===== src/hw/rtl/dtrs_pkg.sv =====
// Package for the dual trackball rotate and scroll block.
// Holds the default widths, register index codes, the quarter-wave sine table
// and small saturation helpers. Depends on nothing.
`default_nettype none

package dtrs_pkg;

   localparam int FRAC_BITS_DEF = 16;
   localparam int TRIG_BITS_DEF = 14;

   typedef enum logic [3:0] {
      CSR_LEFT_ANGLE    = 4'd0,
      CSR_RIGHT_ANGLE   = 4'd1,
      CSR_LEFT_INV_X    = 4'd2,
      CSR_RIGHT_INV_X   = 4'd3,
      CSR_LEFT_SCROLL   = 4'd4,
      CSR_RIGHT_SCROLL  = 4'd5,
      CSR_INVERT_SCROLL = 4'd6,
      CSR_DIVISOR       = 4'd7
   } csr_index_type;

   localparam logic [14:0] SIN_Q14 [0:90] = '{
          0,   286,   572,   857,  1143,  1428,  1713,  1997,  2280,  2563,
       2845,  3126,  3406,  3686,  3964,  4240,  4516,  4790,  5063,  5334,
       5604,  5872,  6138,  6402,  6664,  6924,  7182,  7438,  7692,  7943,
       8192,  8438,  8682,  8923,  9162,  9397,  9630,  9860, 10087, 10311,
      10531, 10749, 10963, 11174, 11381, 11585, 11786, 11982, 12176, 12365,
      12551, 12733, 12911, 13085, 13255, 13421, 13583, 13741, 13894, 14044,
      14189, 14330, 14466, 14598, 14726, 14849, 14968, 15082, 15191, 15296,
      15396, 15491, 15582, 15668, 15749, 15826, 15897, 15964, 16026, 16083,
      16135, 16182, 16225, 16262, 16294, 16322, 16344, 16362, 16374, 16382,
      16384
   };

   function automatic logic [14:0] sin_q14(input logic [6:0] i);
      return (i <= 7'd90) ? SIN_Q14[i] : 15'd0;
   endfunction

   function automatic logic signed [7:0] sat8(input logic signed [9:0] v);
      logic signed [7:0] r;
      if (v > 10'sd127) begin
         r = 8'sd127;
      end else if (v < -10'sd128) begin
         r = -8'sd128;
      end else begin
         r = v[7:0];
      end
      return r;
   endfunction

   function automatic logic signed [7:0] neg_sat8(input logic signed [7:0] v);
      return (v == 8'sh80) ? 8'sd127 : -v;
   endfunction

   function automatic logic [8:0] abs9(input logic signed [7:0] v);
      logic signed [8:0] e;
      e = {v[7], v};
      return e[8] ? unsigned'(-e) : unsigned'(e);
   endfunction

endpackage

`default_nettype wire


===== src/hw/rtl/dtrs_trig.sv =====
// Sine and cosine lookup for one angle in degrees, scaled to TRIG_BITS fraction bits.
// Uses the quarter-wave table of dtrs_pkg.
`default_nettype none

module dtrs_trig import dtrs_pkg::*; #(
   parameter int TRIG_BITS = TRIG_BITS_DEF,
   localparam int TV_W = TRIG_BITS + 2
) (
   input  wire logic        [8:0]      angle,
   output logic signed      [TV_W-1:0] sin_val,
   output logic signed      [TV_W-1:0] cos_val
);

   localparam int UP_SH = (TRIG_BITS >= 14) ? TRIG_BITS - 14 : 0;
   localparam int DN_SH = (TRIG_BITS < 14) ? 14 - TRIG_BITS : 0;
   localparam logic [15:0] RND = (TRIG_BITS < 14) ? 16'(1 << (13 - TRIG_BITS)) : 16'd0;

   function automatic logic signed [TV_W-1:0] scale_q14(input logic [14:0] q);
      logic [15:0] rnd;
      logic signed [TV_W-1:0] r;
      rnd = {1'b0, q} + RND;
      if (TRIG_BITS >= 14) begin
         r = TV_W'({1'b0, q}) << UP_SH;
      end else begin
         r = TV_W'(rnd >> DN_SH);
      end
      return r;
   endfunction

   function automatic logic signed [TV_W-1:0] trig_at(input logic [8:0] d);
      logic [8:0] idx;
      logic neg;
      logic signed [TV_W-1:0] mag;
      if (d <= 9'd90) begin
         idx = d;
         neg = 1'b0;
      end else if (d <= 9'd180) begin
         idx = 9'd180 - d;
         neg = 1'b0;
      end else if (d <= 9'd270) begin
         idx = d - 9'd180;
         neg = 1'b1;
      end else begin
         idx = 9'd360 - d;
         neg = 1'b1;
      end
      mag = scale_q14(sin_q14(idx[6:0]));
      return neg ? -mag : mag;
   endfunction

   logic [8:0] ang_red;
   logic [8:0] ang_90;
   logic [8:0] ang_cos;

   assign ang_red = (angle >= 9'd360) ? angle - 9'd360 : angle;
   assign ang_90  = ang_red + 9'd90;
   assign ang_cos = (ang_90 >= 9'd360) ? ang_90 - 9'd360 : ang_90;

   assign sin_val = trig_at(ang_red);
   assign cos_val = trig_at(ang_cos);

endmodule

`default_nettype wire


===== src/hw/rtl/dtrs_div.sv =====
// Shared restoring divider, one quotient bit per cycle: (magnitude * 2^FRAC_BITS) / divisor.
// Uses dtrs_pkg for the default fraction width.
`default_nettype none

module dtrs_div import dtrs_pkg::*; #(
   parameter int FRAC_BITS = FRAC_BITS_DEF,
   localparam int QW = FRAC_BITS + 8
) (
   input  wire logic          clock,
   input  wire logic          reset,
   input  wire logic          start,
   input  wire logic [7:0]    magnitude,
   input  wire logic [7:0]    divisor,
   output logic               busy,
   output logic [QW-1:0]      quotient
);

   localparam int CW = $clog2(QW + 1);

   logic          busy_ff, busy_in;
   logic [CW-1:0] cnt_ff, cnt_in;
   logic [8:0]    rem_ff, rem_in;
   logic [QW-1:0] num_ff, num_in;
   logic [QW-1:0] quo_ff, quo_in;
   logic [7:0]    dvs_ff, dvs_in;
   logic [8:0]    trial;
   logic          fits;

   assign trial = {rem_ff[7:0], num_ff[QW-1]};
   assign fits  = trial >= {1'b0, dvs_ff};

   always_comb begin
      busy_in = busy_ff;
      cnt_in  = cnt_ff;
      rem_in  = rem_ff;
      num_in  = num_ff;
      quo_in  = quo_ff;
      dvs_in  = dvs_ff;
      if (start) begin
         busy_in = 1'b1;
         cnt_in  = CW'(QW);
         rem_in  = '0;
         num_in  = {magnitude, {FRAC_BITS{1'b0}}};
         quo_in  = '0;
         dvs_in  = divisor;
      end else if (busy_ff) begin
         rem_in = fits ? trial - {1'b0, dvs_ff} : trial;
         num_in = {num_ff[QW-2:0], 1'b0};
         quo_in = {quo_ff[QW-2:0], fits};
         cnt_in = cnt_ff - 1'b1;
         if (cnt_ff == CW'(1)) begin
            busy_in = 1'b0;
         end
      end
   end

   always_ff @(posedge clock) begin
      if (reset) begin
         busy_ff <= 1'b0;
         cnt_ff  <= '0;
      end else begin
         busy_ff <= busy_in;
         cnt_ff  <= cnt_in;
      end
      rem_ff <= rem_in;
      num_ff <= num_in;
      quo_ff <= quo_in;
      dvs_ff <= dvs_in;
   end

   assign busy     = busy_ff;
   assign quotient = quo_ff;

endmodule

`default_nettype wire


===== src/hw/rtl/dual_trackball_rotate_scroll.sv =====
// Top level of the dual trackball rotate and scroll block: sequencer, shared multiplier,
// registers and scroll residues. Instantiates dtrs_trig and dtrs_div; uses dtrs_pkg.
//
//   channel  direction  handshake              payload
//   req      in         req_valid/req_ready    left_dx, left_dy, right_dx, right_dy, scroll_hold
//   rsp      out        rsp_valid/rsp_ready    left/right x, y, h, v
//   csr      in         csr_valid/csr_ready    csr_index, csr_data
//
// A request runs through the angle lookup, the multiply steps and rounding for each ball
// in turn; a ball in scroll mode also runs the bit-serial divider for its horizontal and
// vertical residue increments. Requests are taken only while the sequencer is idle; a
// finished result waits in the output register while the next request is accepted and processed.
// Reset is synchronous and clears the registers to their defaults and all residues to zero.
`default_nettype none

module dual_trackball_rotate_scroll import dtrs_pkg::*; #(
   parameter int FRAC_BITS = FRAC_BITS_DEF,
   parameter int TRIG_BITS = TRIG_BITS_DEF
) (
   input  wire logic              clock,
   input  wire logic              reset,
   input  wire logic              req_valid,
   output logic                   req_ready,
   input  wire logic signed [7:0] req_left_dx,
   input  wire logic signed [7:0] req_left_dy,
   input  wire logic signed [7:0] req_right_dx,
   input  wire logic signed [7:0] req_right_dy,
   input  wire logic              req_scroll_hold,
   output logic                   rsp_valid,
   input  wire logic              rsp_ready,
   output logic signed      [7:0] rsp_left_x,
   output logic signed      [7:0] rsp_left_y,
   output logic signed      [7:0] rsp_left_h,
   output logic signed      [7:0] rsp_left_v,
   output logic signed      [7:0] rsp_right_x,
   output logic signed      [7:0] rsp_right_y,
   output logic signed      [7:0] rsp_right_h,
   output logic signed      [7:0] rsp_right_v,
   input  wire logic              csr_valid,
   output logic                   csr_ready,
   input  wire logic        [3:0] csr_index,
   input  wire logic        [8:0] csr_data
);

   localparam int TV_W  = TRIG_BITS + 2;
   localparam int AW    = TRIG_BITS + 10;
   localparam int QW    = FRAC_BITS + 8;
   localparam int SQW   = FRAC_BITS + 9;
   localparam int RW    = FRAC_BITS + 10;
   localparam int RES_W = FRAC_BITS + 1;
   localparam logic [AW-1:0] ROT_BIAS = AW'((1 << TRIG_BITS) - 1);
   localparam logic [RW-1:0] RES_BIAS = RW'((1 << FRAC_BITS) - 1);

   typedef enum logic [8:0] {
      S_IDLE   = 9'b000000001,
      S_TRIG   = 9'b000000010,
      S_MUL    = 9'b000000100,
      S_ROT    = 9'b000001000,
      S_MODE   = 9'b000010000,
      S_DSTART = 9'b000100000,
      S_DWAIT  = 9'b001000000,
      S_ACC    = 9'b010000000,
      S_DONE   = 9'b100000000
   } state_type;

   function automatic logic signed [9:0] rot_trunc(input logic signed [AW-1:0] v);
      logic signed [AW-1:0] adj;
      adj = v + (v[AW-1] ? ROT_BIAS : '0);
      return adj[AW-1:TRIG_BITS];
   endfunction

   state_type state_ff, state_in;
   logic       ball_ff, ball_in;
   logic       axis_ff, axis_in;
   logic [1:0] step_ff, step_in;

   logic [8:0] left_angle_ff, left_angle_in;
   logic [8:0] right_angle_ff, right_angle_in;
   logic [1:0] inv_x_ff, inv_x_in;
   logic [1:0] scroll_mode_ff, scroll_mode_in;
   logic       invert_scroll_ff, invert_scroll_in;
   logic [7:0] divisor_ff, divisor_in;

   logic signed [7:0] dx_ff [2], dx_in [2];
   logic signed [7:0] dy_ff [2], dy_in [2];
   logic              hold_ff, hold_in;

   logic signed [TV_W-1:0] sin_ff, sin_in, cos_ff, cos_in;
   logic signed [AW-1:0]   xacc_ff, xacc_in, yacc_ff, yacc_in;
   logic signed [7:0]      x_ff, x_in, y_ff, y_in;
   logic signed [7:0]      sv_ff [2], sv_in [2];
   logic signed [7:0]      res_x_ff [2], res_x_in [2];
   logic signed [7:0]      res_y_ff [2], res_y_in [2];
   logic signed [7:0]      res_h_ff [2], res_h_in [2];
   logic signed [7:0]      res_v_ff [2], res_v_in [2];
   logic signed [RES_W-1:0] residue_ff [4], residue_in [4];

   logic signed [7:0] out_x_ff [2], out_x_in [2];
   logic signed [7:0] out_y_ff [2], out_y_in [2];
   logic signed [7:0] out_h_ff [2], out_h_in [2];
   logic signed [7:0] out_v_ff [2], out_v_in [2];
   logic              rsp_valid_ff, rsp_valid_in;

   logic [8:0]             trig_angle;
   logic signed [TV_W-1:0] trig_sin, trig_cos;
   logic signed [7:0]      mul_a;
   logic signed [TV_W-1:0] mul_b;
   logic signed [AW-1:0]   prod;
   logic                   div_start, div_busy;
   logic [QW-1:0]          div_quo;
   logic [7:0]             div_eff;
   logic [8:0]             div_mag;
   logic signed [7:0]      cur_sv;
   logic [1:0]             res_idx;

   logic signed [7:0]      rx, ry;
   logic [8:0]             ax, ay;
   logic signed [7:0]      hx, vy;
   logic signed [SQW-1:0]  sq;
   logic signed [RW-1:0]   acc, acc_adj, rem_full;
   logic signed [9:0]      whole;

   assign trig_angle = ball_ff ? right_angle_ff : left_angle_ff;

   dtrs_trig #(.TRIG_BITS(TRIG_BITS)) u_trig (
      .angle   (trig_angle),
      .sin_val (trig_sin),
      .cos_val (trig_cos)
   );

   assign mul_a = (step_ff == 2'd0 || step_ff == 2'd3) ? dx_ff[ball_ff] : dy_ff[ball_ff];
   assign mul_b = (step_ff == 2'd0 || step_ff == 2'd2) ? cos_ff : sin_ff;
   assign prod  = AW'(mul_a) * AW'(mul_b);

   assign div_eff = (divisor_ff == 8'd0) ? 8'd1 : divisor_ff;
   assign cur_sv  = sv_ff[axis_ff];
   assign div_mag = abs9(cur_sv);
   assign res_idx = {ball_ff, axis_ff};

   dtrs_div #(.FRAC_BITS(FRAC_BITS)) u_div (
      .clock     (clock),
      .reset     (reset),
      .start     (div_start),
      .magnitude (div_mag[7:0]),
      .divisor   (div_eff),
      .busy      (div_busy),
      .quotient  (div_quo)
   );

   always_comb begin
      rx = sat8(rot_trunc(xacc_ff));
      if (inv_x_ff[ball_ff]) begin
         rx = neg_sat8(rx);
      end
      ry = sat8(rot_trunc(yacc_ff));

      ax = abs9(x_ff);
      ay = abs9(y_ff);
      hx = (ax > ay) ? x_ff : 8'sd0;
      vy = (ax > ay) ? 8'sd0 : y_ff;
      if (!invert_scroll_ff) begin
         hx = neg_sat8(hx);
         vy = neg_sat8(vy);
      end

      sq       = cur_sv[7] ? -SQW'(div_quo) : SQW'(div_quo);
      acc      = RW'(residue_ff[res_idx]) + RW'(sq);
      acc_adj  = acc + (acc[RW-1] ? RES_BIAS : '0);
      whole    = acc_adj[RW-1:FRAC_BITS];
      rem_full = acc - {whole, {FRAC_BITS{1'b0}}};
   end

   always_comb begin
      state_in = state_ff;
      ball_in  = ball_ff;
      axis_in  = axis_ff;
      step_in  = step_ff;
      dx_in    = dx_ff;
      dy_in    = dy_ff;
      hold_in  = hold_ff;
      sin_in   = sin_ff;
      cos_in   = cos_ff;
      xacc_in  = xacc_ff;
      yacc_in  = yacc_ff;
      x_in     = x_ff;
      y_in     = y_ff;
      sv_in    = sv_ff;
      res_x_in = res_x_ff;
      res_y_in = res_y_ff;
      res_h_in = res_h_ff;
      res_v_in = res_v_ff;
      residue_in = residue_ff;
      out_x_in = out_x_ff;
      out_y_in = out_y_ff;
      out_h_in = out_h_ff;
      out_v_in = out_v_ff;
      rsp_valid_in = rsp_valid_ff & ~rsp_ready;
      div_start = 1'b0;

      case (state_ff)
         S_IDLE: begin
            if (req_valid) begin
               dx_in[0] = req_left_dx;
               dy_in[0] = req_left_dy;
               dx_in[1] = req_right_dx;
               dy_in[1] = req_right_dy;
               hold_in  = req_scroll_hold;
               ball_in  = 1'b0;
               state_in = S_TRIG;
            end
         end
         S_TRIG: begin
            sin_in   = trig_sin;
            cos_in   = trig_cos;
            step_in  = 2'd0;
            state_in = S_MUL;
         end
         S_MUL: begin
            case (step_ff)
               2'd0:    xacc_in = prod;
               2'd1:    xacc_in = xacc_ff + prod;
               2'd2:    yacc_in = prod;
               default: yacc_in = yacc_ff - prod;
            endcase
            step_in = step_ff + 2'd1;
            if (step_ff == 2'd3) begin
               state_in = S_ROT;
            end
         end
         S_ROT: begin
            x_in     = rx;
            y_in     = ry;
            state_in = S_MODE;
         end
         S_MODE: begin
            if (hold_ff || scroll_mode_ff[ball_ff]) begin
               sv_in[0]          = hx;
               sv_in[1]          = vy;
               res_x_in[ball_ff] = 8'sd0;
               res_y_in[ball_ff] = 8'sd0;
               axis_in           = 1'b0;
               state_in          = S_DSTART;
            end else begin
               res_x_in[ball_ff] = neg_sat8(x_ff);
               res_y_in[ball_ff] = y_ff;
               res_h_in[ball_ff] = 8'sd0;
               res_v_in[ball_ff] = 8'sd0;
               ball_in           = 1'b1;
               state_in          = ball_ff ? S_DONE : S_TRIG;
            end
         end
         S_DSTART: begin
            div_start = 1'b1;
            state_in  = S_DWAIT;
         end
         S_DWAIT: begin
            if (!div_busy) begin
               state_in = S_ACC;
            end
         end
         S_ACC: begin
            residue_in[res_idx] = rem_full[RES_W-1:0];
            if (axis_ff) begin
               res_v_in[ball_ff] = sat8(whole);
               ball_in           = 1'b1;
               state_in          = ball_ff ? S_DONE : S_TRIG;
            end else begin
               res_h_in[ball_ff] = sat8(whole);
               axis_in           = 1'b1;
               state_in          = S_DSTART;
            end
         end
         S_DONE: begin
            if (!rsp_valid_ff || rsp_ready) begin
               out_x_in     = res_x_ff;
               out_y_in     = res_y_ff;
               out_h_in     = res_h_ff;
               out_v_in     = res_v_ff;
               rsp_valid_in = 1'b1;
               state_in     = S_IDLE;
            end
         end
         default: begin
            state_in = S_IDLE;
         end
      endcase
   end

   always_comb begin
      left_angle_in    = left_angle_ff;
      right_angle_in   = right_angle_ff;
      inv_x_in         = inv_x_ff;
      scroll_mode_in   = scroll_mode_ff;
      invert_scroll_in = invert_scroll_ff;
      divisor_in       = divisor_ff;
      if (csr_valid) begin
         case (csr_index)
            CSR_LEFT_ANGLE:    left_angle_in     = csr_data;
            CSR_RIGHT_ANGLE:   right_angle_in    = csr_data;
            CSR_LEFT_INV_X:    inv_x_in[0]       = csr_data[0];
            CSR_RIGHT_INV_X:   inv_x_in[1]       = csr_data[0];
            CSR_LEFT_SCROLL:   scroll_mode_in[0] = csr_data[0];
            CSR_RIGHT_SCROLL:  scroll_mode_in[1] = csr_data[0];
            CSR_INVERT_SCROLL: invert_scroll_in  = csr_data[0];
            CSR_DIVISOR:       divisor_in        = csr_data[7:0];
            default:           ;
         endcase
      end
   end

   always_ff @(posedge clock) begin
      if (reset) begin
         state_ff         <= S_IDLE;
         ball_ff          <= 1'b0;
         axis_ff          <= 1'b0;
         step_ff          <= 2'd0;
         rsp_valid_ff     <= 1'b0;
         left_angle_ff    <= 9'd0;
         right_angle_ff   <= 9'd0;
         inv_x_ff         <= 2'b00;
         scroll_mode_ff   <= 2'b01;
         invert_scroll_ff <= 1'b0;
         divisor_ff       <= 8'd8;
         residue_ff       <= '{default: '0};
      end else begin
         state_ff         <= state_in;
         ball_ff          <= ball_in;
         axis_ff          <= axis_in;
         step_ff          <= step_in;
         rsp_valid_ff     <= rsp_valid_in;
         left_angle_ff    <= left_angle_in;
         right_angle_ff   <= right_angle_in;
         inv_x_ff         <= inv_x_in;
         scroll_mode_ff   <= scroll_mode_in;
         invert_scroll_ff <= invert_scroll_in;
         divisor_ff       <= divisor_in;
         residue_ff       <= residue_in;
      end
      dx_ff    <= dx_in;
      dy_ff    <= dy_in;
      hold_ff  <= hold_in;
      sin_ff   <= sin_in;
      cos_ff   <= cos_in;
      xacc_ff  <= xacc_in;
      yacc_ff  <= yacc_in;
      x_ff     <= x_in;
      y_ff     <= y_in;
      sv_ff    <= sv_in;
      res_x_ff <= res_x_in;
      res_y_ff <= res_y_in;
      res_h_ff <= res_h_in;
      res_v_ff <= res_v_in;
      out_x_ff <= out_x_in;
      out_y_ff <= out_y_in;
      out_h_ff <= out_h_in;
      out_v_ff <= out_v_in;
   end

   assign req_ready   = (state_ff == S_IDLE);
   assign csr_ready   = 1'b1;
   assign rsp_valid   = rsp_valid_ff;
   assign rsp_left_x  = out_x_ff[0];
   assign rsp_left_y  = out_y_ff[0];
   assign rsp_left_h  = out_h_ff[0];
   assign rsp_left_v  = out_v_ff[0];
   assign rsp_right_x = out_x_ff[1];
   assign rsp_right_y = out_y_ff[1];
   assign rsp_right_h = out_h_ff[1];
   assign rsp_right_v = out_v_ff[1];

endmodule

`default_nettype wire


===== config.mk =====
export PLATFORM = sky130hd
export DESIGN_NAME = dual_trackball_rotate_scroll
export DESIGN_NICKNAME = d
export VERILOG_FILES = /design/src/hw/rtl/dtrs_pkg.sv /design/src/hw/rtl/dtrs_trig.sv /design/src/hw/rtl/dtrs_div.sv /design/src/hw/rtl/dual_trackball_rotate_scroll.sv
export SDC_FILE = /design/constraint.sdc
export NUM_CORES = 2
export LEC_CHECK = 0
export BUFFER_PORTS_ARGS = -buffer_cell sky130_fd_sc_hd__buf_2
export CAP_MARGIN = 20
export CORE_MARGIN = 2
export CORE_UTILIZATION = 36
export DETAILED_ROUTE_END_ITERATION = 7
export PLACE_DENSITY = 0.5
export SETUP_SLACK_MARGIN = 0.3
export SLEW_MARGIN = 20
export SYNTH_ARGS = -nofsm -noshare
export SYNTH_HDL_FRONTEND = slang
export SYNTH_HIERARCHICAL = 1
export SYNTH_SLANG_ARGS = --single-unit

===== constraint.sdc =====
create_clock -name clock -period 9.86 [get_ports clock]
set_input_delay 1.972 -clock clock [delete_from_list [all_inputs] [get_ports clock]]
set_output_delay 1.972 -clock clock [all_outputs]
set_load 0.05 [all_outputs]

==> results.py <==
metrics = {
    "drt": {
        "vias_per_cell": 5.56,
        "drc": 0,
        "drt_iter0_drc": 2651,
        "first_pass_iters": 6,
        "ant_nets": 0,
        "vias": 29008,
        "drt-total-wl_um": 99500,
        "wl_per_cell_um": 19.1,
    },
    "yosys": {
        "netlist_instances": 3862,
        "ys_seq_area_share_pct": 33.2,
        "synth_seq_cells": 440,
        "ys.flop_type": "edfxtp_1",
        "synth_top_area_share_pct": 24.6,
        "yosysUniqueCellTypes": 136,
        "synth_area_um2": 35300,
        "synth_area_leaders": "edfxtp_1 (25%), dfxtp_1 (8.6%), ha_1 (8.0%), fa_1 (6.1%), nand2_1 (4.2%)",
        "synth_edf_count": 289,
        "yosysWarningCount": 6,
        "syn_avg_cell_area_um2": 9.14,
        "synth-async-reset-ratio_pct": 0,
        "synth_top_area_cell": "edfxtp_1",
    },
    "setup_path": {
        "regToRegSetupSlack_ns": 0.98,
        "crit_cells": 27,
        "crit_start": "ball_ff",
        "crit_path_end_kind": "register",
        "r2r_end": "cos_ff[14]",
        "r2r_cells": 27,
        "crit_buf_inv": 3,
        "slowest_delay_ns": 0.86,
        "cp_slowest_cell": "nor2_2",
        "endpoint": "cos_ff[14]",
        "start_kind": "register",
        "cpMostUsedCell": "ha_1",
        "r2r_start": "ball_ff",
        "critPathKind": "register to register",
        "crit_family": "compound AO/OA/AOI/OAI gates",
        "arrival_ns": 9.22,
        "crit_required_ns": 10.20,
        "crit_path_max_fanout": 22,
    },
    "grt": {
        "grt_max_degree": 79,
        "grtUsageMet1_pct": 27.5,
        "met3_usage_pct": 2.52,
        "antenna_found_initial": 4,
        "grt_busiest_layer": "met2",
        "grt_pass1_vias": 27972,
        "grt_usage_pct": 19.6,
        "grt_util_met2_pct": 31.8,
        "overflow": 0,
        "grt_pass1_wl_um": 159000,
    },
    "clock_tree": {
        "ctsLongestPathBuffers": 3,
        "ctsHoldBuffers": 0,
        "postCtsSetupBuffers": 0,
        "clock_latency_ns": 0.62,
        "cts_inserted_buffers": 52,
        "cts_tree": "done",
        "cts.sink_count": 440,
        "htreeDepth": 2,
        "clk_pin_slew_ns": 0.06,
        "cts_resized": 0,
        "cts_root_buf": "clkbuf_16",
    },
    "sta": {
        "grt_setup_unrepaired": "no",
        "fmax_ghz": 0.113,
        "setup_tns_ns": 0,
        "setup_viol": 0,
        "clock_skew_ns": 0.0335,
        "slew-limit-headroom_pct": 28.0,
        "period_share_pct": 90.1,
        "period_minus_slack_ns": 8.88,
        "slew_viol_final": 0,
        "hold_viol": 0,
        "tightest_slew_ns": 1.07,
        "hold_slack_ns": 0.439,
    },
    "final_layout": {
        "finalNetCount": 4282,
        "final_layout_size_suffix_gt1_share_pct": 11.6,
        "area_delta_synth_final_pct": 10.2,
        "layout.cells.non_filler": 5214,
        "fill_cells": 9618,
        "n_antenna_cell": 0,
    },
    "pwr": {
        "irDropWorstVdd_mv": 0.399,
        "power.density_nw_per_um2": 351,
        "p_leak_nw": 15.0,
    },
    "place": {
        "dp_hpwl_um": 73500,
        "dp_cells": 5119,
        "port_buffers": 116,
        "gp_congestion": 0.931,
    },
    "floorplan": {
        "coreArea_um2": 96900,
        "die_x_um": 317,
        "die_area_um2": 101000,
        "rows": 114,
        "die_h_um": 317,
        "ios": 118,
        "start_util_pct": 36.4,
    },
    "job": {
        "drv_cap": 0,
    },
    "status": {
        "status": "complete, no violations",
    },
    "min_path": {
        "hp-class": "register to register",
    },
}
==> cell families after synthesis <==
family | count (synthesis) | synth area share (%)
other | 2 | 0.0213
AND/OR/NAND/NOR | 1231 | 16.6
XOR/XNOR | 190 | 4.76
flip-flops | 440 | 33.2
adder cells (fa/ha/maj) | 334 | 14.1
buffers and inverters | 448 | 5.26
multiplexers | 146 | 5.03
AO/OA/AOI/OAI | 1071 | 21.0
==> sequential cells by signal (all words and copies together) (netlist names), 16 cells and up <==
name	flops
xacc_ff	24
res_x_ff	16
cos_ff	16
sin_ff	16
res_h_ff	16
dx_ff	16
res_v_ff	16
res_y_ff	16
u_div/quotient	24
dy_ff	16
yacc_ff	24
sv_ff	16
residue_ff	68
==> area by class of cell <==
type | instances | area (um2) | area share, %
clock buffers | 63 | 1400 | 3.59
multi-input cells | 2975 | 21800 | 56.0
inverters | 243 | 912 | 2.35
repair buffers | 185 | 1100 | 2.83
well taps | 1276 | 1600 | 4.11
flip-flops and latches | 440 | 11700 | 30.1
clock inverters | 32 | 378 | 0.972
==> where the power goes <==
group	leakage [nW]	total [mW]	switching [mW]	internal, mW
Combinational	10.3	9.21	5.27	3.94
Clock	0.864	2.00	0.809	1.19
Sequential	3.81	2.42	0.0289	2.39
==> how the worst min path moves through the flow <==
stage	start	endpoint	slack (ns)	cells past startpoint
6_report	res_h_ff[3]	rsp_right_h[3]	0.44	0
5_1_grt	residue_ff[63]	residue_ff[63]	0.47	2
4_1_cts	res_h_ff[3]	rsp_right_h[3]	0.44	0
3_5_place_dp	res_h_ff[3]	rsp_right_h[3]	0.44	0
3_3_place_gp	res_h_ff[1]	rsp_right_h[1]	0.44	0
2_1_floorplan	res_h_ff[8]	rsp_left_h[0]	0.42	0
==> metrics by stage <==
| step | worst slack (ns) | instance area, um2 | utilization (%) | total power, mW |
|---|---|---|---|---|
| after floorplan | 1.73 | 35300 | - | 9.81 |
| after global placement | 1.22 | 37100 | 38.3 | 11.6 |
| after detailed placement | 1.01 | 37100 | 38.3 | 11.6 |
| after CTS | 0.967 | 38900 | 40.1 | 13.7 |
| after global routing | 0.320 | 38900 | 40.1 | 15.1 |
| final | 0.976 | 38900 | 40.1 | 13.6 |
==> cells in the mapped netlist, types with 86 or more instances <==
cell      instances
fa_1            107
edfxtp_1        289
dfxtp_1         151
nand3_1          86
ha_1            227
inv_1           237
mux2i_1          94
o21ai_0         199
clkbuf_1        125
a21oi_1         288
xnor2_1         122
nand2_1         392
nor2_1          351
==> placed cells by master (no fill, tap or decap), drive strengths merged, types with 22 or more instances in the layout <==
master and instances:
a211oi 57, a21o 46, a21oi 291, a221o 25, a311oi 22, a31oi 27
and2 27, and3 41, buf 185, clkbuf 63, clkinv 23, dfxtp 151
edfxtp 289, fa 107, ha 227, inv 243, mux2 30, mux2i 94
mux4 22, nand2 397, nand2b 65, nand3 90, nor2 356, nor2b 26
nor3 81, nor4 25, o211ai 56, o21a 43, o21ai 229, o22ai 25
or2 29, or3 22, xnor2 123, xor2 67
==> routing by layer <==
metal | part of all wire [%] | vias up
met5 | 0.038 | -
met4 | 2.2 | 6
met3 | 5.2 | 161
met2 | 45 | 827
met1 | 47 | 13857
li1 | - | 14157
Note: power is estimated with default switching activity, not from simulation.
